### src/rtl/core/sgr_pkg.sv
package sgr_pkg;

  // Input commands.
  typedef enum logic [1:0] {
    CMD_WRITE  = 2'd0,
    CMD_START  = 2'd1,
    CMD_RENDER = 2'd2,
    CMD_NONE   = 2'd3
  } cmd_e;

  // Result kinds.
  typedef enum logic [1:0] {
    KIND_START  = 2'd0,
    KIND_DRAW   = 2'd1,
    KIND_BREAK  = 2'd2,
    KIND_FINISH = 2'd3
  } kind_e;

  // Configuration register indexes.
  typedef enum logic [2:0] {
    REG_M11     = 3'd0,
    REG_M12     = 3'd1,
    REG_M21     = 3'd2,
    REG_M22     = 3'd3,
    REG_SHIFT_X = 3'd4,
    REG_SHIFT_Y = 3'd5,
    REG_CELL_H  = 3'd6,
    REG_FILL    = 3'd7
  } reg_e;

  localparam logic [7:0]  CHAR_SPACE  = 8'h20;
  localparam logic [7:0]  PEN_UP      = 8'h80;
  localparam logic [15:0] END_MARK    = 16'h8080;
  // 0.8 in Q16.16 is 4/5 * 2^16, so the glyph numerator is 2^18.
  localparam logic [18:0] GLYPH_NUM   = 19'h40000;
  localparam int unsigned QUEUE_DEPTH = 4;

  typedef struct packed {
    logic signed [31:0] m11;
    logic signed [31:0] m12;
    logic signed [31:0] m21;
    logic signed [31:0] m22;
    logic signed [31:0] shift_x;
    logic signed [31:0] shift_y;
    logic [7:0]         cell_height;
    logic               fill_mode;
  } cfg_t;

  // One job handed from the front to the back.
  typedef struct packed {
    logic               render;
    logic [11:0]        addr;
    logic [7:0]         px;
    logic [7:0]         py;
    logic signed [31:0] ox;
    logic signed [31:0] oy;
  } job_t;

  // Saturate a wide signed value to 32 bits.
  function automatic logic signed [31:0] sat32(input logic signed [49:0] v);
    logic signed [31:0] r;
    if (v > 50'sd2147483647) begin
      r = 32'sh7fffffff;
    end else if (v < -50'sd2147483648) begin
      r = 32'sh80000000;
    end else begin
      r = v[31:0];
    end
    return r;
  endfunction

endpackage

### src/rtl/core/sgr_ram.sv
module sgr_ram #(
  parameter int unsigned WIDTH = 16,
  parameter int unsigned DEPTH = 256
) (
  input  logic                     clk_i,
  input  logic                     we_i,
  input  logic [$clog2(DEPTH)-1:0] waddr_i,
  input  logic [WIDTH-1:0]         wdata_i,
  input  logic [$clog2(DEPTH)-1:0] raddr_i,
  output logic [WIDTH-1:0]         rdata_o
);

  logic [WIDTH-1:0] mem_q [DEPTH];
  logic [WIDTH-1:0] rdata_q;

  // One write port and one registered read port.
  always_ff @(posedge clk_i) begin
    if (we_i) begin
      mem_q[waddr_i] <= wdata_i;
    end
    rdata_q <= mem_q[raddr_i];
  end

  assign rdata_o = rdata_q;

endmodule

### src/rtl/core/sgr_front.sv
module sgr_front (
  input  logic               clk_i,
  input  logic               rst_ni,
  input  logic               start,
  output logic               busy,
  input  logic [1:0]         cmd_i,
  input  logic [7:0]         char_code_i,
  input  logic [11:0]        point_address_i,
  input  logic signed [7:0]  point_x_i,
  input  logic signed [7:0]  point_y_i,
  input  logic signed [31:0] origin_x_i,
  input  logic signed [31:0] origin_y_i,
  input  logic               q_full_i,
  output logic               push_o,
  output sgr_pkg::job_t      job_o
);

  logic               accept;
  sgr_pkg::cmd_e      cmd;
  logic [255:0]       present_q;
  logic               stage_valid_q;
  logic [7:0]         stage_char_q;
  logic signed [31:0] stage_ox_q;
  logic signed [31:0] stage_oy_q;
  logic [11:0]        start_addr;
  logic               render_ok;

  assign cmd    = sgr_pkg::cmd_e'(cmd_i);
  assign busy   = stage_valid_q | q_full_i;
  assign accept = start & ~busy;

  // Start address table; the presence bits live in flip-flops.
  sgr_ram #(
    .WIDTH (12),
    .DEPTH (256)
  ) u_start_ram (
    .clk_i   (clk_i),
    .we_i    (accept && cmd == sgr_pkg::CMD_START),
    .waddr_i (char_code_i),
    .wdata_i (point_address_i),
    .raddr_i (char_code_i),
    .rdata_o (start_addr)
  );

  always_ff @(posedge clk_i or negedge rst_ni) begin
    if (!rst_ni) begin
      present_q     <= '0;
      stage_valid_q <= 1'b0;
    end else begin
      stage_valid_q <= accept && cmd == sgr_pkg::CMD_RENDER;
      if (accept && cmd == sgr_pkg::CMD_START) begin
        present_q[char_code_i] <= 1'b1;
      end
    end
  end

  // Render items wait in these registers until the table lookup returns in the next cycle.
  always_ff @(posedge clk_i) begin
    if (accept) begin
      stage_char_q <= char_code_i;
      stage_ox_q   <= origin_x_i;
      stage_oy_q   <= origin_y_i;
    end
  end

  // A space or a character without a glyph is dropped here.
  assign render_ok = stage_valid_q & present_q[stage_char_q] &
                     (stage_char_q != sgr_pkg::CHAR_SPACE);

  assign push_o = render_ok | (accept && cmd == sgr_pkg::CMD_WRITE);

  always_comb begin
    job_o.render = stage_valid_q;
    job_o.ox     = stage_ox_q;
    job_o.oy     = stage_oy_q;
    job_o.px     = point_x_i;
    job_o.py     = point_y_i;
    job_o.addr   = stage_valid_q ? start_addr : point_address_i;
  end

endmodule

### config.mk
export PLATFORM = sky130hd
export DESIGN_NAME = sgr_front
export DESIGN_NICKNAME = d
export VERILOG_FILES = /design/src/rtl/core/sgr_pkg.sv /design/src/rtl/core/sgr_ram.sv /design/src/rtl/core/sgr_front.sv
export SDC_FILE = /design/constraint.sdc
export NUM_CORES = 2
export LEC_CHECK = 0
export CAP_MARGIN = 30
export CELL_PAD_IN_SITES_DETAIL_PLACEMENT = 1
export CELL_PAD_IN_SITES_GLOBAL_PLACEMENT = 1
export CORE_MARGIN = 2
export CORE_UTILIZATION = 26
export DETAILED_ROUTE_END_ITERATION = 12
export DONT_BUFFER_PORTS = 1
export PLACE_DENSITY_LB_ADDON = 0.08
export SYNTH_ARGS = -nofsm -noshare
export SYNTH_HDL_FRONTEND = slang
export SYNTH_SLANG_ARGS = --single-unit
### constraint.sdc
create_clock -name clk_i -period 3.4 [get_ports clk_i]
set_input_delay 0.85 -clock clk_i [delete_from_list [all_inputs] [get_ports clk_i]]
set_output_delay 0.85 -clock clk_i [all_outputs]
set_load 0.02 [all_outputs]
# Yosys cells after proc, flatten, opt, wreduce, memory -nomap -nowiden
# Memory sizes are Yosys's and may differ from the RTL's. A register that Yosys moved wholly into a read port is not among the register bits.
# Index checks and enable logic that the tools add are counted.
# totals
ramBits,3072
output_inout_bits,95
n_memories,1
in_bits,106
wordCells,31
register_bits,329
# mem_list
name,words,width,read_ports,rd_ports_with_merged_regs,write_ports,line,text
u_start_ram.mem_q,256,12,1,1,1,sgr_ram.sv:13,logic [WIDTH-1:0] mem_q [DEPTH];
# classes
reduce_logical,5
magnitude_cmp,3
n_bitwise,7
eq_ne,3
mux,7
# ops
op,n
256-bit bitwise OR,1
"8-bit by 9-bit less-than comparator with 1-bit output, second input constant",2
12-bit 2-to-1 mux,1
1-bit binary-select mux with 8-bit select,1
1-bit demux with 8-bit select,1
"8-bit by 1-bit >= comparator with 1-bit output, second input constant",1
"8-bit by 6-bit inequality test with 1-bit output, second input constant",1
1-bit logical AND,4
1-bit 2-to-1 mux,4
1-bit bitwise AND,3
"2-bit by 1-bit == test with 1-bit output, second input constant",1
"2-bit == test, second input constant",1
2-bit logical NOT,1
1-bit bitwise OR,2
1-bit NOT,1

# Longest topological paths before layout
# depth
word_depth,6
ltp_mapped,13
depth_no_buf,6

# Cells and area by module
# From an unflattened synthesis, not the netlist that was laid out.
# hier_totals
hier_cells,6390
hier_area_um2,132110.5
# modules_own_cells
module,area_per_inst_um2,cells_per_inst,n_inst,seq_area_each_um2
sgr_ram,118632.5,5506,1,92488.7
sgr_front,13477.9,884,1,8593.2

# Worst setup path before layout
# OpenSTA, ideal clock, no wires.
# synth_path
path_kind,input to register
startpoint,input char_code_i[0]
endpoint,memory u_start_ram.mem_q[105][0] (enable)
path_buffers,8
path_stages,11
arrival_ps,3260
required_ps,3020
slack_ps,-240
setup_ps,380
cell_sequence,buf_6 -> buf_8 -> buf_6 -> buf_4 -> buf_4 -> buf_4 -> buf_6 -> nor2b_1 -> nand2_1 -> clkbuf_1 -> nor2_1
# synth_lines
item,line,text
start: declaration,sgr_front.sv:7,"input logic [7:0] char_code_i,"
end: declaration,sgr_ram.sv:13,
# No word-level cell before the write port.

# Worst setup path after layout
# layout_path
startpoint,register stage_char_q[0]
endpoint,output push_o
# layout_via
elab_chain_len,5
word_cells_on_any_way,6
cone_classes,eq/ne: 1; mux: 2; bitwise: 3
# layout_lines
item,line,text
start: declaration,sgr_front.sv:22,logic [7:0] stage_char_q;
start signal: assignment,sgr_front.sv:60,stage_char_q <= char_code_i;
1-bit binary-select mux with 8-bit select,sgr_front.sv:67,assign render_ok = stage_valid_q & present_q[stage_char_q] &
1-bit 2-to-1 mux (implied by the code),sgr_front.sv:67,
1-bit bitwise AND,sgr_front.sv:67,
1-bit bitwise AND (*),sgr_front.sv:67,
1-bit bitwise OR (*),sgr_front.sv:70,assign push_o = render_ok | (accept && cmd == sgr_pkg::CMD_WRITE);
end: declaration,sgr_front.sv:14,"output logic push_o,"
# Mark *: on every way between the ends. The rest lies on a longest branch, timed or not. The select of a mux whose other input is x is not followed.

==> results.yml <==
placed_design:
  dp_slack_ns: -2.80
  dp_hpwl_um: 284000
  io_buffers: 0
  place_inst: 13200
  routabilityCongestion: 0.764
  placed_area_sq_mm: 0.149
synth:
  synth_xor_area_frac: 0
  synth_area_leader_cell: "edfxtp_1"
  synthSimpleGateAreaFrac: 0.0172
  synth_top_area_share: 0.719
  synthArstFlopShare: 0.0753
  synth_top_family_by_area: "multiplexers"
  synth_edf_count: 3144
  synth_area_sq_mm: 0.131
  synth_area_leaders: "edfxtp_1, mux4_2, dfrtp_1"
  ys_types: 63
  synth_most_common_cell: "edfxtp_1"
  yosysWarnings: 0
  ys_ff_latch: 3413
  syn_area_per_cell_sq_um: 22.0
  ys_seq_area_frac: 0.770
  synth_cells: 5968
  synth_ff_type: "edfxtp_1"
  synth-compound-area-share: 0.0365
  yosys.area_share.adder: 0
  ys_top_cells_by_count: "edfxtp_1, mux4_2, nor2_1, dfrtp_1, o21bai_1"
  syn_nets: 6074
  synthMuxAreaShare: 0.160
clock_network:
  cts_buffers: 409
  clk_pin_slew_ns: 0.06
  cts_tree: "yes"
  ctsHoldBuffers: 83
  h-tree-depth: 5
  cts_num_sinks: 3413
  clkLatencyLatePin_ns: 1.00
  clk_path_buf_depth: 4
  root_buffer: "clkbuf_16"
floorplanning:
  io_pins: 201
  die_area_sq_mm: 0.511
  die_width_um: 715
  die_y_um: 715
  core_sq_mm: 0.504
  rows: 261
  start_util: 0.260
timing:
  finalCritPeriodShare: 1.39
  setup_tns_ns: -1.35
  period_minus_slack_ns: 4.74
  maxSlewHeadroom: 0.0135
  hold_viol_final: 257
  fin_skew_ns: 0.0593
  hold_ws_ns: -0.446
  setup_ws_ns: -1.34
  rsz0062_at_grt: "yes"
  drv_slew: 0
  finalSetupViolCount: 2
  timing.fmax_ghz: 0.211
  tightestPinTransition_ns: 1.48
drt:
  avgRoutedWirePerCell_um: 34.1
  vias_per_cell: 4.76
  drtIter0Drc: 6387
  drc: 0
  vias: 66700
  drtAntennaViolNets: 0
  firstDrtPassIters: 5
  wirelength_um: 479000
critical_path:
  crit_path_max_fanout: 6
  setup.worst_path.start_class: "flip-flop"
  worst_setup_path_end_kind: "output pin"
  cp.buffers_inverters: 4
  cp.required_ns: 2.55
  worst_ep_arrival_time_ns: 3.89
  cp_num_cells: 10
  critPathSlowestCell: "mux4_2"
  criticalPathCategory: "reg2out"
  cp_top_family: "multiplexers"
  slowest_delay_ns: 0.54
  crit_chain: "buf_6 -> buf_8 -> mux4_2 -> mux4_2 -> mux2_4 -> a221o_1 -> a31oi_1 -> o221ai_1 -> buf_4 -> buf_6"
  r2r_cells: 9
power:
  power.density_mw_per_mm2: 574
  leakagePower_uw: 0.0526
  vdd_drop_max_uv: 428
layout:
  nNetsFinal: 7070
  regArea_sq_mm: 0.101
  final_cell_area_sq_mm: 0.163
  stdcell_count: 14000
  multi_input_area_sq_mm: 0.0287
  fillerInstances: 49700
  final_layout_size_suffix_gt1_frac: 0.349
  syn2layout_area_growth_pct: 24.3
min_path:
  hold_class: "in2async"
global_routing:
  grt_util_all_layers: 0.184
  grt_overflow: 0
  grt_max_degree: 258
  grt_pass1_vias: 72300
  antenna_found_initial: 48
  grt_pass1_wl_um: 649000
outcome:
  failed_checks: "negative hold slack, negative setup slack"
  status: "complete, but fails checks"
job:
  max_cap_violations: 0
registers in the layout (all words and copies together) (netlist names):
| register | flops |
|---|---|
| u_start_ram.mem_q | 3072 |
| stage_char_q | 8 |
| stage_ox_q | 32 |
| stage_oy_q | 32 |
| present_q | 256 |
| stage_valid_q | 1 |
| u_start_ram.rdata_o | 12 |
power breakdown:
group | total [uW] | switching, uW | internal (uW)
registers | 46200 | 161 | 46000
clock network | 43000 | 18000 | 25000
logic | 4520 | 2550 | 1960
worst register-to-register path, stage by stage (launching register included):
cell,delay [ns]
dfrtp_2,0.41
or3b_2,0.49
nor2_1,0.12
nand2_1,0.10
buf_12,0.16
nor2_1,0.26
buf_4,0.16
nand2_1,0.27
buf_4,0.31
nor2_4,0.56
layout by cell type (no fill, tap or decap), types with 10 or more instances in the layout:
cell	n
nor2b_1	12
a31oi_1	11
a22oi_1	94
a32oi_1	10
a211oi_1	11
o21ai_0	24
nor2_4	52
clkbuf_8	14
clkinv_2	66
nor2_1	214
dlygate4sd3_1	78
a22o_1	53
buf_4	589
clkbuf_16	418
nand2_4	12
inv_6	12
buf_16	11
dfxtp_1	12
nor3_1	17
dfrtp_1	256
edfxtp_1	3144
nand3_1	29
bufinv_16	31
nor2_2	30
nand2_1	81
o21bai_1	256
mux4_2	902
diode_2	15
o22ai_1	37
a21oi_1	48
clkinv_1	94
buf_12	307
a221oi_1	50
mux2_2	37
mux2i_1	24
clkbuf_1	92
nand4_1	13
what timing repair did:
item / in CTS / in global routing
cloned: 9 / 4
setup endpoints to repair: 864 / 13
buffers inserted: 2 / 2
resized for setup: 8 / 7
pin swaps: 2 / 2
endpoints found under the hold margin: 465 / 257
cell families (layout without fill, tap and decap cells):
logic type | after synthesis | in the layout
flip-flops | 3413 | 3413
AO/OA/AOI/OAI | 644 | 644
multiplexers | 964 | 964
other | 0 | 15
buffers and inverters | 423 | 1756
AND/OR/NAND/NOR | 524 | 524
metrics by stage:
stage           util  power (uW)
2_1_floorplan      -       49100
3_3_place_gp   0.295       51400
3_5_place_dp   0.295       51400
4_1_cts        0.323       95200
5_1_grt        0.324       96600
6_report       0.324       93700
path summary, 6_finish.rpt:
path / start / slack [ns] / end
worst max-delay path: stage_char_q[0] / -1.34 / push_o
worst min register to register: present_q[193] / 0.47 / present_q[193]
worst min-delay path: rst_ni / -0.45 / present_q[41]
max in group asynchronous: rst_ni / 3.42 / present_q[225]
worst max register to register: stage_valid_q / 0.12 / u_start_ram.mem_q[97][9]
min in group clk_i: point_address_i[1] / 0.11 / u_start_ram.mem_q[200][1]
per-layer routing:
metal / global-route usage / wire, um / up-vias
met5: 0 / 0 / -
li1: - / - / 27200
met1: 0.263 / 220000 / 37400
met3: 0.0253 / 21100 / 505
met2: 0.299 / 227000 / 1594
met4: 0.0426 / 11300 / 0
layout make-up:
cell class                 instances  share of cell area
tap                             6706              0.0514
clock inverter                   228              0.0128
multi-input combinational       2132               0.176
antenna                           15            0.000230
sequential                      3413               0.619
clock buffer                     520              0.0668
timing repair buffer            1000              0.0734
inverter                           8            0.000238
Note: power is estimated with default switching activity, not from simulation.
