==> config.mk <==
export PLATFORM = sky130hd
export DESIGN_NAME = sgr_fifo
export DESIGN_NICKNAME = d
export VERILOG_FILES = /design/src/rtl/core/sgr_pkg.sv /design/src/rtl/core/sgr_fifo.sv
export SDC_FILE = /design/constraint.sdc
export NUM_CORES = 1
export LEC_CHECK = 0
export BUFFER_PORTS_ARGS = -buffer_cell sky130_fd_sc_hd__buf_2
export CORE_UTILIZATION = 40
export CTS_CLUSTER_SIZE = 8
export DETAILED_ROUTE_END_ITERATION = 10
export GPL_TIMING_DRIVEN = 1
export PLACE_DENSITY = 0.58
export REMOVE_ABC_BUFFERS = 1
export SLEW_MARGIN = 20
export SYNTH_ARGS = -nofsm -noshare
export SYNTH_HDL_FRONTEND = slang
export SYNTH_SLANG_ARGS = --single-unit
==> constraint.sdc <==
create_clock -name clk_i -period 5.15 [get_ports clk_i]
set_input_delay 0.7725 -clock clk_i [delete_from_list [all_inputs] [get_ports clk_i]]
set_output_delay 0.7725 -clock clk_i [all_outputs]
set_load 0.005 [all_outputs]
==> src/rtl/core/sgr_pkg.sv <==
package sgr_pkg;

  // Input commands.
  typedef enum logic [1:0] {
    CMD_WRITE  = 2'd0,
    CMD_START  = 2'd1,
    CMD_RENDER = 2'd2,
    CMD_NONE   = 2'd3
  } cmd_e;

  // Result kinds.
  typedef enum logic [1:0] {
    KIND_START  = 2'd0,
    KIND_DRAW   = 2'd1,
    KIND_BREAK  = 2'd2,
    KIND_FINISH = 2'd3
  } kind_e;

  // Configuration register indexes.
  typedef enum logic [2:0] {
    REG_M11     = 3'd0,
    REG_M12     = 3'd1,
    REG_M21     = 3'd2,
    REG_M22     = 3'd3,
    REG_SHIFT_X = 3'd4,
    REG_SHIFT_Y = 3'd5,
    REG_CELL_H  = 3'd6,
    REG_FILL    = 3'd7
  } reg_e;

  localparam logic [7:0]  CHAR_SPACE  = 8'h20;
  localparam logic [7:0]  PEN_UP      = 8'h80;
  localparam logic [15:0] END_MARK    = 16'h8080;
  // 0.8 in Q16.16 is 4/5 * 2^16, so the glyph numerator is 2^18.
  localparam logic [18:0] GLYPH_NUM   = 19'h40000;
  localparam int unsigned QUEUE_DEPTH = 4;

  typedef struct packed {
    logic signed [31:0] m11;
    logic signed [31:0] m12;
    logic signed [31:0] m21;
    logic signed [31:0] m22;
    logic signed [31:0] shift_x;
    logic signed [31:0] shift_y;
    logic [7:0]         cell_height;
    logic               fill_mode;
  } cfg_t;

  // One job handed from the front to the back.
  typedef struct packed {
    logic               render;
    logic [11:0]        addr;
    logic [7:0]         px;
    logic [7:0]         py;
    logic signed [31:0] ox;
    logic signed [31:0] oy;
  } job_t;

  // Saturate a wide signed value to 32 bits.
  function automatic logic signed [31:0] sat32(input logic signed [49:0] v);
    logic signed [31:0] r;
    if (v > 50'sd2147483647) begin
      r = 32'sh7fffffff;
    end else if (v < -50'sd2147483648) begin
      r = 32'sh80000000;
    end else begin
      r = v[31:0];
    end
    return r;
  endfunction

endpackage

==> src/rtl/core/sgr_fifo.sv <==
module sgr_fifo (
  input  logic          clk_i,
  input  logic          rst_ni,
  input  logic          push_i,
  input  sgr_pkg::job_t job_i,
  input  logic          pop_i,
  output sgr_pkg::job_t job_o,
  output logic          empty_o,
  output logic          full_o
);

  localparam int unsigned PW = $clog2(sgr_pkg::QUEUE_DEPTH);

  sgr_pkg::job_t      slot_q [sgr_pkg::QUEUE_DEPTH];
  logic [PW-1:0]      wr_ptr_q;
  logic [PW-1:0]      rd_ptr_q;
  logic [PW:0]        count_q;

  // Pointers and fill count.
  always_ff @(posedge clk_i or negedge rst_ni) begin
    if (!rst_ni) begin
      wr_ptr_q <= '0;
      rd_ptr_q <= '0;
      count_q  <= '0;
    end else begin
      if (push_i) begin
        wr_ptr_q <= wr_ptr_q + 1'b1;
      end
      if (pop_i) begin
        rd_ptr_q <= rd_ptr_q + 1'b1;
      end
      count_q <= count_q + (PW+1)'(push_i) - (PW+1)'(pop_i);
    end
  end

  // Job storage.
  always_ff @(posedge clk_i) begin
    if (push_i) begin
      slot_q[wr_ptr_q] <= job_i;
    end
  end

  assign job_o   = slot_q[rd_ptr_q];
  assign empty_o = (count_q == '0);
  assign full_o  = (count_q == (PW+1)'(sgr_pkg::QUEUE_DEPTH));

endmodule

# Yosys cells after proc, flatten, opt, wreduce, memory -nomap -nowiden
# Memories as Yosys holds them, arrays and structs flattened.
# Index checks and enable logic that the tools add are counted.
# W data, S select, Z words.
dict set report totals {
  register_bits 7
  ram_bits 372
  input_bits 97
  output_inout_bits 95
  wordCells 12
  n_memories 1
}
dict set report classes {
  add_sub_neg 4
  n_eq_ne 1
  mux 2
  n_reduce_logical 1
}
# name depth width read_ports rd_ports_with_merged_regs wr line_no
set mem_list {}
lappend mem_list {slot_q 4 93 1 0 1 sgr_fifo.sv:14} ;# sgr_pkg::job_t slot_q [sgr_pkg::QUEUE_DEPTH];
# operator n
set ops {}
lappend ops {{$add A2 B1 Y2 const B} 2}
lappend ops {{$add A3 B1 Y3} 1}
lappend ops {{$eq A3 B3 Y1 const B} 1}
lappend ops {{$logic_not A3 Y1} 1}
lappend ops {{$sub A3 B1 Y3} 1}
lappend ops {{$mux W1} 2}

# Logic depth before layout (Yosys ltp)
# Gate-level depths: netlist of the first run.
dict set report logic_depth {
  word_depth 2
  mapped_depth 7
  mapped_depth_nobuf 7
}

# Least setup slack after synthesis of the first run
# Ideal clock, no wire load.
dict set report synth_path {
  kind {input port to flip-flop}
  from {input port push_i}
  to {memory slot_q[0][0] in the netlist's numbering (enable)}
  setup_ns 0.462
  t_arrival_ns 2.925
  required_time_ns 4.688
  slack_ns 1.763
  path_stages 1
  path_buffers 0
  path_cell_list {and2_1}
}
dict set report synth_via {
  elab_chain_len 2
}
# element line_no
set synth_rtl {}
lappend synth_rtl {{start: declaration} sgr_fifo.sv:4} ;# input logic push_i,
lappend synth_rtl {{$mux W1} sgr_fifo.sv:38} ;# if (push_i) begin
lappend synth_rtl {{$mux W1 (not written as such)} sgr_fifo.sv:39} ;# slot_q[wr_ptr_q] <= job_i;
lappend synth_rtl {{end: declaration} sgr_fifo.sv:14}
# Every way passes these cells.

==> results summary, run 1 <==
At the end of routability-driven placement, the weighted congestion stood at 0.7306. STA classifies the critical path endpoint as an output pin. The total power per unit cell area came out at 577.6 nW/um^2. Along the worst path, the maximum fanout reaches 54. For this design the total switching power over the nets is 2.536 mW. The area overhead of the layout relative to synthesis is 20.65%. At the pin with the least slew margin, the transition time is 1011 ps. The core area came out at 33780 sq um. For the final routed database, the setup TNS stands at 0 ps.

VDD sags by at most 376.7 uV. The period utilization is 64.18%. The count of boundary I/O pins is between 150 and 200. Counting every sink on the clock net gives about 380. The portion of total power attributed to the clock network came out at 31.3%. The end-of-flow core utilization is 49.49%. Yosys mapped a number of flops with a built-in enable equal to 372. Entering global routing, the biggest net connects 64 pins. By area, the combinational part of the netlist is dominated by multiplexers. The final clock skew came out at around 14 ps. The overall power of the completed layout is about 9.7 mW. After Yosys synthesis, and, or, nand and nor cells account for less than 1% of the synthesized area. The data required time at the worst endpoint is 4380 ps. The total count of max-transition violations in the final report was 0.

The setup check on the worst reg-to-reg path leaves a slack of 2770 ps. The count of hold buffers inserted by post-cts repair came out at 0. TritonCTS built the clock tree. The final count of hold timing violations came out at 0. Derived from the worst setup path, the maximum achievable clock frequency is slightly above 300 MHz. The filler-free cell count of the finished design is 1220.

The number of nets at the end of the flow is 860. The number of cells produced by synthesis is 520. The level count of the clock H-tree is 2.

The worst setup path is launched from a register. The multiplexer fraction of the synthesized cell area came out at between 10% and 20%. Leaving out fill and tap cells, the most frequent cell in the layout is sky130_fd_sc_hd__edfxtp_1. The source-to-sink clock delay at the later pin of the worst-skew pair is 540 ps. The clock-pin slew on the worst setup and hold paths came out at ~50 ps.

The final antenna-violating net count is 0. The synthesized netlist devotes less than 1% of its cell area to adder and majority cells. The worst slew margin relative to its limit came out at 32.62%. The count of distinct cell types in the synthesized netlist is 18. The initial cell density of the core came out at about two fifths. The global router's overall resource usage is 15.12%. The number of placed cells counting well taps is 1149. The sequential area share after synthesis is 81.87%.

The number of antenna violations at the first check in global routing came out at 3. The cell sitting at the root of the clock tree is a sky130_fd_sc_hd__clkbuf_16. In the layout the commonest cells are sky130_fd_sc_hd__edfxtp_1 (372), sky130_fd_sc_hd__buf_2 (191), sky130_fd_sc_hd__mux4_2 (93), sky130_fd_sc_hd__clkbuf_16 (55), sky130_fd_sc_hd__clkbuf_1 (14). The count of buffers from port buffering is 191. Combinational logic burns about a quarter of the power. The number of DRC markers after the initial detailed-route iteration came out at 372. The residual DRC count is 0. The average detailed-routed wire length per instance is approximately 21 um. The height of the die came out at around 190 um. The number of global-route vias before repair is 7026.

The die is 188.1 um wide. The worst path in the final design needs a cycle of approximately 3300 ps, including I/O delays and setup. The startpoint of the most critical register-to-register path is wr_ptr_q[0].

The count of instances resized after the clock tree is built is 0. The final hold slack came out at 67.62 ps. Counting flops with an async set or reset pin after synthesis yields a share of 1.847%.

Counting flops and latches in the post-synthesis netlist gives about 380. The setup path with the least slack is of type register to output pin. The sequential share of power came out at 44.5%. The internal portion of the total power is approximately 7 mW. For the worst flop-to-flop path, the logic depth is 3. The number of optimization iterations in the first detailed-route pass came out at 4. The leakage dissipation is approximately 5.7 nW. Post-CTS timing repair inserted 0 buffers for setup. The die covers approximately 35000 sq um.

The floorplan has 67 rows. The worst hold path belongs to the class input port to asynchronous set/reset pin. After detailed routing, the number of vias per cell comes to 5.076. The capture point of the worst reg-to-reg path is slot_q[3][78]. The maximum clock insertion buffer count is 3. The post-synthesis area per instance is 26.65 sq um. The worst endpoint data arrival time came out at 2530 ps. The run finished with clean final reports. The post-detailed-routing wire length came out at 26140 um. Setup repair after global routing left no endpoint under its margin. The total of endpoints with negative setup slack in the final report is 0. Max-cap violations in this run came to 0. In the synthesized netlist the dominant register cell turns out to be sky130_fd_sc_hd__edfxtp_1.

Yosys printed 0 warnings. Of the total synthesized cell area, the portion taken by XOR and XNOR cells is 0.3160%. After synthesis the cells add up to 13860 sq um. The TritonCTS buffer count came out at between 50 and 60.

Summing over every cut layer, the via total after detailed routing is approximately 6.2k. The synthesized netlist devotes 0.03611% of its cell area to compound gates. The post-route netlist has 46.30% of its cells at a drive strength greater than 1. For this run the aggregate overflow at the end of global routing stands at 0. In this run switching power makes up 26.26% of total power. The half-perimeter wire length after placement came out at 15010 um.

The wire length of the first global-routing pass came out at around 40000 um.
==> registers in the layout (all words and copies together), names as in the netlist <==
name and flops:
count_q 3, rd_ptr_q 2, slot_q 372, wr_ptr_q 2
==> cells by family after synthesis <==
group,count (synthesis)
AND/OR/NAND/NOR,8
XOR/XNOR,5
flip-flops,379
AO/OA/AOI/OAI,1
adder cells (fa/ha/maj),7
multiplexers,93
buffers and inverters,27
==> per-stage QoR <==
stage | instance area, sq um | setup WS [ps]
floorplan | 13650 | 45.08
global placement | 15280 | 2340
detailed placement | 15280 | 2310
CTS | 16720 | 1767
global route | 16720 | 1691
finish | 16720 | 1845
==> worst max path at each step <==
stage / start / end / slack (ps) / cells past startpoint
finish: rd_ptr_q[1] / job_o[47] / 1840 / 3
CTS: rd_ptr_q[1] / job_o[2] / 1770 / 3
detailed placement: push_i / slot_q[3][52] / 2310 / 3
floorplan: rd_ptr_q[0] / job_o[0] / 50 / 1
global route: rd_ptr_q[1] / job_o[2] / 1690 / 3
global placement: rd_ptr_q[1] / job_o[76] / 2340 / 3
==> power by group through the flow <==
stage               clock, mW  combinational [mW]  sequential [mW]
global placement            0                2.40             4.33
detailed placement          0                2.43             4.36
CTS                      3.10                2.44             4.31
finish                   3.02                2.34             4.30
floorplan                   0                1.38             4.48
global route             3.22                2.56             4.35
==> worst max-delay path, stage by stage, from the launching register on <==
cell and delay [ps]:
sky130_fd_sc_hd__dfrtp_4 980, sky130_fd_sc_hd__buf_4 470, sky130_fd_sc_hd__mux4_2 390, sky130_fd_sc_hd__buf_2 150
==> routing by layer <==
| metal | vias up | share of wire, % | global-route usage, % |
|---|---|---|---|
| li1 | 2697 | - | - |
| met1 | 3241 | 40 | 18.22 |
| met2 | 199 | 52 | 26.43 |
| met3 | 52 | 6.8 | 4.323 |
| met4 | 4 | 1.9 | 4.253 |
| met5 | - | 0.092 | 0 |
==> cell usage after synthesis, drive strengths merged (2+ instances only) <==
cell type  number  area share (%)
mux4           93              15
and2            4            0.18
xnor2           3            0.19
xor2            2            0.13
nand2           2           0.054
inv             6            0.16
edfxtp        372              81
dfrtp           7             1.3
buf            21             1.5
ha              6            0.54
==> final cells by class <==
| cell class | instances | area, sq um |
|---|---|---|
| fill | 2727 | 17060 |
| sequential | 379 | 11350 |
| multi-input combinational | 114 | 2292 |
| clock buffer | 69 | 1429 |
| timing repair buffer | 202 | 1051 |
| tap | 448 | 560.5 |
| inverter | 6 | 22.52 |
| clock inverter | 1 | 8.758 |
| antenna | 1 | 2.502 |
No activity file was read; power rests on OpenSTA's default activity.
==> inputs of run 2 (changes only) <==
--- a/config.mk
+++ b/config.mk
@@ -5,12 +5,13 @@
 export SDC_FILE = /design/constraint.sdc
 export NUM_CORES = 1
 export LEC_CHECK = 0
+export ABC_AREA = 1
 export BUFFER_PORTS_ARGS = -buffer_cell sky130_fd_sc_hd__buf_2
 export CORE_UTILIZATION = 40
 export CTS_CLUSTER_SIZE = 8
 export DETAILED_ROUTE_END_ITERATION = 10
 export GPL_TIMING_DRIVEN = 1
-export PLACE_DENSITY = 0.58
+export PLACE_DENSITY = 0.57
 export REMOVE_ABC_BUFFERS = 1
 export SLEW_MARGIN = 20
 export SYNTH_ARGS = -nofsm -noshare
==> constraint.sdc (replaced) <==
create_clock -name clk_i -period 3.13 [get_ports clk_i]
set_input_delay 0.4695 -clock clk_i [delete_from_list [all_inputs] [get_ports clk_i]]
set_output_delay 0.4695 -clock clk_i [all_outputs]
set_load 0.005 [all_outputs]
==> run 2 against run 1 <==
  * Synthesized cell count grew to 2.9 times the previous value
  * Combinational power grew 140%
  * Die area grew 16%
  * Sequential share of layout area shrank 8.0 points
  * Critical path type unchanged
  * Highest routed layer unchanged
==> results summary, run 2 <==
The height of the die came out at 202.5 um. In this run the critical register-to-register path is launched from wr_ptr_q[0]. The count of boundary I/O pins came out at 192.

The share of synthesized cell area in and, or, nand and nor gates came out at about 17%. The count of standard-cell rows is 73. The source-to-sink clock delay at the later pin of the worst-skew pair came out at 580 ps. The period utilization came out at 90.22%. The die outline width is 202.5 um. The CTS tree is built. After synthesis, the largest family of logic cells by area is simple AND/OR/NAND/NOR gates. The portion of synthesized area spent on multiplexers is 0%.

The filler-free cell count of the finished design is approximately 2.2k. The signal on the critical path passes through inv_4, buf_12, nand3_1, nand2_1, buf_2. Compared with the post-synthesis result, the final layout area differs by 17.88%. The worst endpoint data arrival time is 2350 ps. The share of synthesized registers carrying an async set or reset came out at under 10%. The element type at the critical path end is an output pin. The final antenna-violating net count came out at 0. In the layout the commonest cells are sky130_fd_sc_hd__nand2_1 (476), sky130_fd_sc_hd__inv_1 (380), sky130_fd_sc_hd__edfxtp_1 (372), sky130_fd_sc_hd__buf_2 (191), sky130_fd_sc_hd__nand3_1 (187). In the synthesized netlist the dominant register cell turns out to be sky130_fd_sc_hd__edfxtp_1.

The synthesized-area fraction occupied by adder cells came out at less than 1%. The data required time at the worst endpoint is 2660 ps. After technology mapping, the gate count stands at 1503. Of all cell types, the one taking the most synthesized area is sky130_fd_sc_hd__edfxtp_1.

The met3 wire length came out at 2207 um. The final clock skew is 14.16 ps. The launch instance of the worst min-delay path is job_i[43].

The number of global-route vias before repair came to 9866. The largest registers in the layout are slot_q (372), count_q (3). The maximum clock insertion buffer count came out at 3. The wire length of the first global-routing pass is 54690 um. The share of the synthesized netlist area taken by xor and xnor gates came out at less than 1%.

The count of buffers from port buffering came out at 191. The half-perimeter wire length after placement came out at 19490 um. The clock-pin slew on the worst setup and hold paths came out at 50 ps. The level count of the clock H-tree is 2.

The accumulated negative setup slack came out at 0 ps. The number of vias per cell after detailed routing came out at roughly 4.5. The achievable clock frequency came out at 354.1 MHz.

The pin count of the biggest net entering global routing is 106. The synthesized netlist contains 16 unique library cells. The detailed router put a total of 15630 um of wire on met1.

A synthesized cell averages about 11 sq um. The global router's overall resource usage came out at 17.35%. The weighted congestion at the end of routability-driven global placement is 0.7278. The sequential area share after synthesis is 70.57%. The slew at the pin closest to its max-slew limit is 692.3 ps. The number of optimization iterations in the first detailed-route pass came out at 5.

Summed over all layers, the routed wires come to roughly 35000 um. Leaving out fill and tap cells, the most frequent cell in the layout is sky130_fd_sc_hd__nand2_1. The register with the most flip-flops is slot_q.

The number of DRC markers after the initial detailed-route iteration came out at 554. The post-synthesis instance area is 16080 sq um. The peak supply drop came out at 557.1 uV. The overall power of the completed layout came out at approximately 18 mW.

Ranked by total cell area, the synthesized netlist is headed by sky130_fd_sc_hd__edfxtp_1 (69%), sky130_fd_sc_hd__nand2_1 (11%), sky130_fd_sc_hd__inv_1 (9.0%), sky130_fd_sc_hd__nand3_1 (5.8%), sky130_fd_sc_hd__dfrtp_1 (1.1%). Among all cell types in the netlist, the one instantiated most often is sky130_fd_sc_hd__nand2_1. The number of sinks on the clock net is about 380. In this run the worst setup path begins at rd_ptr_q[1]. In this run the worst setup path terminates at job_o[21]. In this run, synthesis produced a sequential element count of roughly 380. The initial utilization of the core area, before any placement, comes to 40.46%.

In this run the critical register-to-register path is captured at slot_q[2][79]. The number of flip-flops under the largest register name came out at 372. The portion of synthesized cell area occupied by the leading cell type is 69.48%. The total overflow reported by the global router is 0. Setup slack on the worst reg-to-reg path comes out at 1240 ps. The total count of max-transition violations in the final report came to 0. The Yosys step of the flow raised 0 warnings. The number of nets at the end of the flow came out at 1811.

The number of synthesized flops with an enable pin came out at 372. In this run the worst path has a maximum fanout of 47. The max capacitance violation total is 0. After floorplanning, the core was sized to cover 39730 sq um. The worst path in the final design needs a cycle of around 2800 ps, including I/O delays and setup. Counting instances, the worst hold path has a depth of 1. Setup repair after global routing left no endpoint under its margin. The path type of the worst min-delay path is input port to register. The leakage dissipation came out at about 8.8 nW. The largest stage delay on the critical path came out at around 640 ps.

The share of the synthesized area in compound gates (AO/OA/AOI/OAI) came out at 0.03113%. In this run, placement finished with an instance count of about 2.2k. The final count of hold timing violations came to 0. In this run the clock root is driven by a sky130_fd_sc_hd__clkbuf_16.

The fill cell instance count of the final layout is 3610. The number of antenna violations at the first check in global routing is 6. The critical path class is register to output pin.

The fraction of layout cells with a size suffix above 1 came out at between 15 and 20%. The cell with the largest stage delay on the worst path is sky130_fd_sc_hd__dfrtp_4. The number of cells on the worst reg-to-reg path is 5. The residual DRC count came out at 0. The die footprint came out at 41000 sq um. The commonest cells after synthesis are sky130_fd_sc_hd__nand2_1 (476), sky130_fd_sc_hd__inv_1 (385), sky130_fd_sc_hd__edfxtp_1 (372), sky130_fd_sc_hd__nand3_1 (187), sky130_fd_sc_hd__buf_2 (24). The met2 wire length came out at 16190 um. The average detailed-routed wire length per instance is 15.53 um. Across all layers, the routed design uses 10.03k vias.

The top layer reached by signal wires is met5. The nature of the critical path startpoint is a register. The TritonCTS buffer count came out at 53. The worst slew margin relative to its limit came out at 53.85%.

The flow ran to the end, and the final reports show no timing, DRC or antenna violations. The total of endpoints with negative setup slack in the final report is 0. The total power per unit cell area is about 930 nW/um^2.
run 2: changes by cell type after synthesis, sizes merged, moves of 4 or more:
cell	delta
nand2	+474
inv	+380
nand3	+187
mux4	-93
buf	+36
clkbuf	+5
and2	-4
run 2: cell type report:
| type | count | area (sq um) | share of cell area (%) |
|---|---|---|---|
| Sequential cell | 379 | 11350 | 59.91 |
| Multi-Input combinational cell | 676 | 2859 | 15.09 |
| Inverter | 386 | 1466 | 7.738 |
| Clock buffer | 64 | 1368 | 7.216 |
| Timing Repair Buffer | 211 | 1221 | 6.444 |
| Tap cell | 525 | 656.9 | 3.466 |
| Clock inverter | 3 | 22.52 | 0.1188 |
| Antenna cell | 2 | 5.005 | 0.02641 |
run 2: timing repair:
item | CTS | global route
setup buffers | 0 | 0
hold buffers | 1 | 0
setup endpoints to repair | 0 | 0
resized for setup | 0 | 0
endpoints found under the hold margin | 7 | 0
run 2: kinds of logic (layout without fill, tap and decap cells):
group | count (synthesis) | count (layout)
AND/OR/NAND/NOR | 665 | 665
flip-flops | 379 | 379
adder cells (fa/ha/maj) | 7 | 7
XOR/XNOR | 3 | 3
buffers and inverters | 448 | 664
AO/OA/AOI/OAI | 1 | 1
other | 0 | 2
run 2: metrics by stage:
step	hold WS [ps]	instance area (sq um)	util (%)	setup WS [ps]
detailed placement	323.3	17550	44.16	863.9
finish	110.4	18950	47.70	306.2
floorplan	173.9	15660	-	-2473
global route	66.83	18950	47.69	117.8
CTS	66.95	18950	47.69	236.8
global placement	320.3	17550	44.16	837.5
run 2: critical path, delay by kind of cell, from the launching register on:
family	cells	cell delay (ps)
flops	1	640
buf+inv	3	810
simple gates	2	240
run 2: layer usage:
layer  vias to the layer above  global-route usage (%)
met5                         -                       0
met4                         8                   5.424
met3                        68                   4.880
met2                       244                   27.68
met1                      4631                   22.94
li1                       5075                       -
run 2: worst min-delay path by stage:
stage / end / slack [ps]
2_1_floorplan: count_q[0] / 170
3_3_place_gp: count_q[0] / 320
3_5_place_dp: count_q[0] / 320
4_1_cts: slot_q[2][83] / 70
5_1_grt: slot_q[2][43] / 70
6_report: slot_q[0][43] / 110
run 2: power by group:
| part | internal [mW] | total (mW) | switching [mW] |
|---|---|---|---|
| clock | 3.00 | 4.97 | 1.97 |
| sequential | 6.65 | 6.98 | 0.326 |
| combinational | 1.93 | 5.64 | 3.71 |
| total | 11.6 | 17.6 | 6.01 |
==> inputs of run 3 (changes only) <==
==> constraint.sdc (replaced) <==
create_clock -name clk_i -period 3.13 [get_ports clk_i]
set_input_delay 0.939 -clock clk_i [delete_from_list [all_inputs] [get_ports clk_i]]
set_output_delay 0.939 -clock clk_i [all_outputs]
set_load 0.005 [all_outputs]
==> run 3 against run 2 <==
  * Design area grew 0.78%
  * Largest cell class unchanged
  * Critical path depth is the same
  * Core utilization grew 0.37 points
  * Total power grew 0.93%
  * Clock-buffer cell count is the same
  * Clock skew shrank 0.95 ps
  * Via count grew 0.64%
  * Global-route usage shrank 0.13 points
  * Sequential cell count is the same
==> results summary, run 3 (same netlist as run 2, synthesis figures left out) <==
The flow ran to the end, and the final reports show no timing, DRC or antenna violations. In this design, the stage delay of the slowest critical-path cell is 500 ps. The worst hold path belongs to the class input port to asynchronous set/reset pin. Max-cap violations in this run came to 0. The die is 202.5 um tall. The initial cell density of the core is 40.46%. The number of optimization iterations in the first detailed-route pass is 4. The worst setup margin is approximately 140 ps. The peak supply drop is 645.3 uV. At the pin with the least slew margin, the transition time is 553.7 ps. Walking the worst path, the cells encountered are inv_4, buf_4, nand3_1, nand2_1, buf_2. The fraction of layout cells with a size suffix above 1 came out at ~16%.

Setup repair after global routing left no endpoint under its margin. The period utilization is between 90 and 100%. The residual DRC count came out at 0. In the layout the commonest cells are sky130_fd_sc_hd__nand2_1 (476), sky130_fd_sc_hd__inv_1 (380), sky130_fd_sc_hd__edfxtp_1 (372), sky130_fd_sc_hd__buf_2 (191), sky130_fd_sc_hd__nand3_1 (187). The number of vias per cell after detailed routing is between 4 and 5. Entering global routing, the biggest net connects 94 pins. Measured against its own limit, the worst slew margin works out to between 60% and 70%. The number of DRC markers after the initial detailed-route iteration is between 400 and 500. The multi-input logic area is 2859 sq um. The achievable clock frequency came out at 334.0 MHz. The total count of max-transition violations in the final report came out at 0. The number of global-route vias before repair came to 10.03k. The count of buffers from port buffering is 191.

The accumulated negative setup slack is 0 ps. The clock-pin slew on the worst setup and hold paths is about 50 ps. The level count of the clock H-tree is 2. The total power per unit cell area came out at 929.3 nW/um^2. The wire length of the first global-routing pass came out at approximately 54000 um. On the critical path, the stage with the largest delay is an instance of sky130_fd_sc_hd__dfrtp_4.

The number of antenna violations at the first check in global routing is 3. Summed over all layers, the global routing overflow is 0. The register with the most flip-flops is slot_q. The maximum fanout along the worst path is 20. The core area is between 30000 and 40000 sq um. The count of nets left with antenna violations once routing finished came out at 0.

The count of standard-cell rows came out at 73. The worst endpoint data arrival time is 2060 ps. Prior to clock tree synthesis, the placed netlist has a worst setup slack of 610.6 ps. The final count of hold timing violations is 0. The source-to-sink clock delay at the later pin of the worst-skew pair came out at 580 ps.

Dividing the detail-routed wire length by the instance count gives around 15 um. The total via count after detailed routing came out at 10.09k. The cell sitting at the root of the clock tree is a sky130_fd_sc_hd__clkbuf_16. The maximum clock insertion buffer count came out at 3. The half-perimeter wire length after placement came out at 20030 um. The total of endpoints with negative setup slack in the final report is 0. The TritonCTS buffer count came out at 53.

The final clock skew is around 13 ps. The number of nets at the end of the flow is 1813. The element type at the critical path end is an output pin. The die footprint came out at 41000 sq um. The setup path with the least slack is of type register to output pin. The worst setup path is launched from a register. The leakage dissipation came out at 8.862 nW. The die outline width is 202.5 um.

For this design, the sink count on the clock tree is 379. The overall power of the completed layout came out at roughly 18 mW. Leaving out fill and tap cells, the most frequent cell in the layout is sky130_fd_sc_hd__nand2_1.

The congestion estimate from routability-driven global placement came to 0.7181. The count of buffers added by post-CTS timing repair for setup came out at 0. The minimum clock period is 2994 ps. The area overhead of the layout relative to synthesis came out at 18.80%. The count of boundary I/O pins came out at 192.

After filler insertion, the fill cell instance count of the layout stands at 3636. Data on the critical path is required at its endpoint by between 2000 and 2500 ps. The global router's overall resource usage is between 10% and 20%. The number of flip-flops under the largest register name is 372. The largest registers in the layout are slot_q (372), count_q (3). The post-detailed-routing wire length came out at 34440 um. The CTS tree is built.

Summing all flip-flop and latch instances after layout gives 11350 sq um.
run 3: critical path, delay by kind of cell, from the launching register on:
kind          cells  cell delay (ps)
buf+inv           3              750
simple gates      2              220
flops             1              500
run 3: power by group:
group,switching (mW),leakage (nW),internal (mW)
Combinational,3.83,4.67,2.02
Clock,1.94,0.698,3.09
Sequential,0.224,3.50,6.65
Total,5.99,8.86,11.8
run 3: worst paths after layout:
kind	start	cells past startpoint	slack, ps	end
max	rd_ptr_q[1]	5	140	job_o[75]
min	rst_ni	1	200	count_q[1]
max reg2reg	wr_ptr_q[0]	5	1350	slot_q[2][2]
min reg2reg	wr_ptr_q[0]	1	540	wr_ptr_q[0]
max in group asynchronous	rst_ni	1	2740	rd_ptr_q[1]
min in group clk_i	wr_ptr_q[0]	1	540	wr_ptr_q[0]
run 3: per-stage QoR:
step                      utilization (%)  instances  hold slack [ps]  instance area (sq um)
after global placement              44.41       2179            510.2                  17640
after CTS                           48.01       2246            167.2                  19070
after detailed placement            44.41       2179            518.5                  17640
after floorplan                         -       1441            484.6                  15660
after global routing                48.06       2246            185.4                  19090
final                               48.07       2248            201.8                  19100
run 3: area by class of cell:
| cell class | count | area share, % |
|---|---|---|
| clock buffer | 64 | 7.383 |
| clock inverter | 3 | 0.09171 |
| tap | 525 | 3.439 |
| timing repair buffer | 213 | 6.931 |
| antenna | 2 | 0.02620 |
| inverter | 386 | 7.717 |
| sequential | 379 | 59.44 |
| multi-input combinational | 676 | 14.97 |
run 3: per-layer routing:
layer / up-vias / track usage [%] / routed length [um] / part of all wire, %
met5: - / 0 / 26 / 0.076
met4: 4 / 5.102 / 641 / 1.9
met3: 48 / 4.478 / 2023 / 5.9
met2: 217 / 28.82 / 16630 / 48
met1: 4741 / 21.94 / 15120 / 44
li1: 5080 / - / - / -
run 3: timing repair:
item,4_1_cts,5_1_grt
gates resized for setup,1,4
endpoints found under the setup margin,3,9
hold buffers,0,0
